`config.mk`:
```
export PLATFORM = sky130hd
export DESIGN_NAME = dpsm_front
export DESIGN_NICKNAME = d
export VERILOG_FILES = /design/src/hw/rtl/dpsm_pkg.sv /design/src/hw/rtl/dpsm_front.sv
export SDC_FILE = /design/constraint.sdc
export NUM_CORES = 1
export LEC_CHECK = 0
export BUFFER_PORTS_ARGS = -buffer_cell sky130_fd_sc_hd__buf_2
export CELL_PAD_IN_SITES_DETAIL_PLACEMENT = 0
export CELL_PAD_IN_SITES_GLOBAL_PLACEMENT = 1
export CORE_UTILIZATION = 24
export DETAILED_ROUTE_END_ITERATION = 16
export HOLD_SLACK_MARGIN = 0.02
export PLACE_DENSITY_LB_ADDON = 0.15
export SLEW_MARGIN = 20
export SYNTH_ARGS = -nofsm -noshare
export SYNTH_HDL_FRONTEND = slang
export SYNTH_SLANG_ARGS = --single-unit
```
`constraint.sdc`:
```
create_clock -name clk_i -period 5.72 [get_ports clk_i]
set_input_delay 0.286 -clock clk_i [delete_from_list [all_inputs] [get_ports clk_i]]
set_output_delay 0.286 -clock clk_i [all_outputs]
set_load 0.02 [all_outputs]
```
`src/hw/rtl/dpsm_pkg.sv`:
```
// Package: constants, types and helpers of the surround mixer.
`default_nettype none
package dpsm_pkg;
  localparam int unsigned InCh = 8;
  localparam int unsigned OutCh = 6;
  localparam int unsigned InChW = 3;
  localparam int unsigned OutChW = 3;
  localparam int unsigned QDepth = 2;

  localparam logic [1:0] FuncSample = 2'd0;
  localparam logic [1:0] FuncInSet = 2'd1;
  localparam logic [1:0] FuncOutSet = 2'd2;
  localparam logic [1:0] FuncUnused = 2'd3;

  localparam logic CfgCenterX = 1'b0;
  localparam logic CfgCenterY = 1'b1;

  localparam logic [15:0] UnityGain = 16'd4096;
  localparam logic [15:0] PosCentre = 16'd32768;

  typedef struct packed {
    logic [1:0]  func;
    logic [2:0]  channel;
    logic [23:0] sample;
    logic        frame_end;
    logic [15:0] gain;
    logic        mute;
    logic [15:0] pos_x;
    logic [15:0] pos_y;
  } item_t;

  typedef struct packed {
    logic [2:0]  out_channel;
    logic [23:0] out_sample;
    logic        out_last;
  } result_t;

  // Signed speaker offsets from the centre.
  function automatic logic signed [17:0] spk_dx(input logic [OutChW-1:0] k);
    logic signed [17:0] v;
    case (k)
      3'd0: v = -18'sd16384;
      3'd2: v = 18'sd16384;
      3'd3: v = 18'sd28378;
      3'd4: v = -18'sd28378;
      default: v = 18'sd0;
    endcase
    return v;
  endfunction

  function automatic logic signed [17:0] spk_dy(input logic [OutChW-1:0] k);
    logic signed [17:0] v;
    case (k)
      3'd0, 3'd2: v = 18'sd28378;
      3'd1: v = 18'sd32768;
      3'd3, 3'd4: v = -18'sd16384;
      default: v = 18'sd0;
    endcase
    return v;
  endfunction
endpackage
`default_nettype wire

```
`src/hw/rtl/dpsm_front.sv`:
```
// Front end: takes input transactions and queues them for the engine.
`default_nettype none
module dpsm_front (
  input  wire logic            clk_i,
  input  wire logic            rst_ni,
  input  wire logic            in_valid_i,
  output logic                 in_ready_o,
  input  wire dpsm_pkg::item_t in_item_i,
  output logic                 q_valid_o,
  input  wire logic            q_ready_i,
  output dpsm_pkg::item_t      q_item_o
);
  import dpsm_pkg::*;

  item_t       mem_q [QDepth];
  logic        wp_q, rp_q;
  logic [1:0]  cnt_q;
  logic        push, pop;

  // func 3 carries no work and is dropped here
  assign in_ready_o = (cnt_q != 2'(QDepth)) || (in_item_i.func == FuncUnused);
  assign push = in_valid_i && in_ready_o && (in_item_i.func != FuncUnused);
  assign q_valid_o = (cnt_q != 2'd0);
  assign pop = q_valid_o && q_ready_i;
  assign q_item_o = mem_q[rp_q];

  always_ff @(posedge clk_i) begin
    if (push) mem_q[wp_q] <= in_item_i;
  end

  always_ff @(posedge clk_i or negedge rst_ni) begin
    if (!rst_ni) begin
      wp_q <= 1'b0;
      rp_q <= 1'b0;
      cnt_q <= 2'd0;
    end else begin
      if (push) wp_q <= ~wp_q;
      if (pop) rp_q <= ~rp_q;
      cnt_q <= cnt_q + 2'(push) - 2'(pop);
    end
  end
endmodule
`default_nettype wire

```
==> out/summary.txt <==
Outcome: finished, final reports clean
DR DRC count: 0
Synth Area in Compound Gates: 0%
Total stage count of the critical path: 3
CP Max Fanout: 47
Num CTS Buffers: 17
Ys Warns: 0
Initial antenna violation count: 0
Cells after Synth: 266
Leak: 3.12 nW
GRT Total Usage: 9.49%
Fmax: 338 MHz
Worst setup EP type: output pin
Post-DP HPWL: 7870 µm
Die Ht: 164 µm
Area grow syn2layout: 26.2%
Clock buffer depth: 2
Unrepaired setup endpoints after global routing: no
Setup TNS Final: 0 ns
Clock Sinks: 162
Worst path slowest cell: dfrtp_4
Clk_skew: 0.00907 ns
Count leader, synth: edfxtp_1
Fin crit period: 2.96 ns
Via count: 3013
Post-Route WL: 12400 µm
Startpoint Class: register
Worst reg2reg startpoint: cnt_q[1]
Tot Pwr: 0.00408 W
Area after DPL: 7410 µm²
Post-synthesis simple-gate area fraction: 0.694%
Die area: 27000 µm²
Synth Area in Adders: 0.396%
Vias in the first global route: 3309
Largest net degree at the start of global routing: 52
Synth top area share: 75.1%
DR iter-0 viols: 131
Vias per cell: 3.85
Crit path cell chain: buf_4 > mux2_4 > buf_2
Mapped Nets: 351
Xor and xnor fraction of the mapped netlist area: 0.555%
RD Place Congestion: 0.629
Clk pin slew, worst setup/hold paths: 0.06 ns
Layout cells sized above 1: 61.1%
Final instance area: 7970 µm²
Buffer and inverter count on the worst path: 2
H-tree levels: 4
Nets: 528
Most frequent cells after synthesis: edfxtp_1, mux2_4, buf_12, dfrtp_1, xnor2_1
Routed length per instance: 15.8 µm
Num rows: 58
Worst path arrival time: 2.67 ns
I/O Buffers: 163
Crit path required time: 5.43 ns
Worst hold path class: in2reg
Die Width: 164 µm
Last element of the critical path: q_item_o[12]
First-pass GRT wire length: 18400 µm
Slowest stage delay, CP: 1.01 ns
Crit path from: rp_q
Hold slack final: 0.0544 ns
Sequential element share of the synthesized area: 76.7%
Final Hold Fails: 0
Grt ovf: 0
Crit share post-route: 51.7%
Leading area contributor after synthesis: edfxtp_1
CTS tree: built
Starting density of the core: 24.8%
Crit Path Class: reg2out
Netlist cell types: 15
Mux share of post-synthesis cell area: 18.8%
Combinational family with the most area after synthesis: multiplexers
Number of synthesized flops with an enable pin: 158
Remaining antenna violation count: 0
Worst-case reg-to-reg path depth: 4
Final setup fails: 0
IO Count: 164
Top FF cell, synth: edfxtp_1
Fin. max-slew vios: 0
Mapped Area: 6310 µm²
Post-CTS Resized: 0
Avg Synthesized Cell Area: 23.7 µm²
Delay-heaviest family, CP: flip-flops
Pwr/cell area: 512 nW/µm²
Core area: 25500 µm²
Relative slew slack: 37.5%
Worst vdd ir: 179 µV
Synth area leaders: edfxtp_1, mux2_4, buf_12
Root Driver: clkbuf_16
Max Cap Viol: 0
Antenna Cells: 0
Length of the first detailed-routing pass in iterations: 4
Worst reg2reg path endpoint: mem_q[0][13]
Async set-reset flop share out of synthesis: 2.47%
Skew-Pair Late Insertion Delay: 0.41 ns
Yosys reg bits: 162
Worst R2R Setup Slack: 2.95 ns
Slew of the pin with the lowest slew margin: 0.937 ns
cells by family after synthesis:
kind of cell | count (synthesis)
AND/OR/NAND/NOR | 8
flip-flops | 162
adder cells (fa/ha/maj) | 2
XOR/XNOR | 4
buffers and inverters | 11
multiplexers | 79
how the worst min path moves through the flow:
stage,slack [ns],to,depth (start not counted),from
5_1_grt,0.03,mem_q[1][76],1,in_item_i[76]
6_report,0.05,mem_q[1][76],1,in_item_i[76]
3_5_place_dp,0.11,cnt_q[0],1,rst_ni
3_3_place_gp,0.11,cnt_q[1],1,rst_ni
4_1_cts,0.03,mem_q[1][76],1,in_item_i[76]
2_1_floorplan,-0.01,cnt_q[0],0,rst_ni
area by class of cell:
cell class | count | area, µm²
clock buffer | 18 | 429
clock inverter | 10 | 114
fill | 2523 | 17500
sequential | 162 | 4850
timing repair buffer | 167 | 848
tap | 330 | 413
inverter | 2 | 7.51
multi-input combinational | 93 | 1310
worst reg2reg max path, delay by kind of cell (launching register included):
family                 cells  cell delay (ns)
flip-flops                 1             0.40
buffers and inverters      1             0.77
AND/OR/NAND/NOR            3             1.20
report_power, final:
part	internal [W]	leakage [nW]	total [W]	switching [W]
sequential	0.00156	1.50	0.00170	0.000145
combinational	0.000610	1.36	0.00131	0.000696
clock	0.000631	0.256	0.00107	0.000440
total	0.00280	3.12	0.00408	0.00128
through the flow:
step	std cells	setup WS, ns	util, %
floorplan	266	1.27	-
global placement	753	2.85	29.1
detailed placement	753	2.81	29.1
CTS	782	2.58	31.3
global route	782	2.52	31.3
finish	782	2.76	31.3
placed cells by master, fill, tap and decap left out:
cell type,n
buf_2,163
edfxtp_1,158
mux2_4,79
clkbuf_16,17
clkinvlp_4,4
xnor2_1,3
clkinv_2,3
dfrtp_1,3
buf_4,3
nand2b_1,2
inv_1,2
nor2_4,2
ha_1,2
bufinv_16,2
nand2_1,1
nand3_1,1
or2_1,1
and2_4,1
xor2_1,1
inv_6,1
clkbuf_1,1
dlygate4sd3_1,1
dfrtp_4,1
state kept, by name (all words and copies together), names as in the netlist:
register  cells
wp_q          1
cnt_q         2
rp_q          1
mem_q       158
per-layer routing:
layer / part of all wire [%] / global-route usage [%]
met1: 43 / 11.2
met2: 50 / 15.9
met3: 5.7 / 3.43
met4: 1.2 / 3.16
met5: 0 / 0
what timing repair did:
item / in CTS / in global routing
hold buffers: 1 / 0
setup buffers: 0 / 0
endpoints found under the hold margin: 4 / 0
Note: power is estimated with default switching activity, not from simulation.
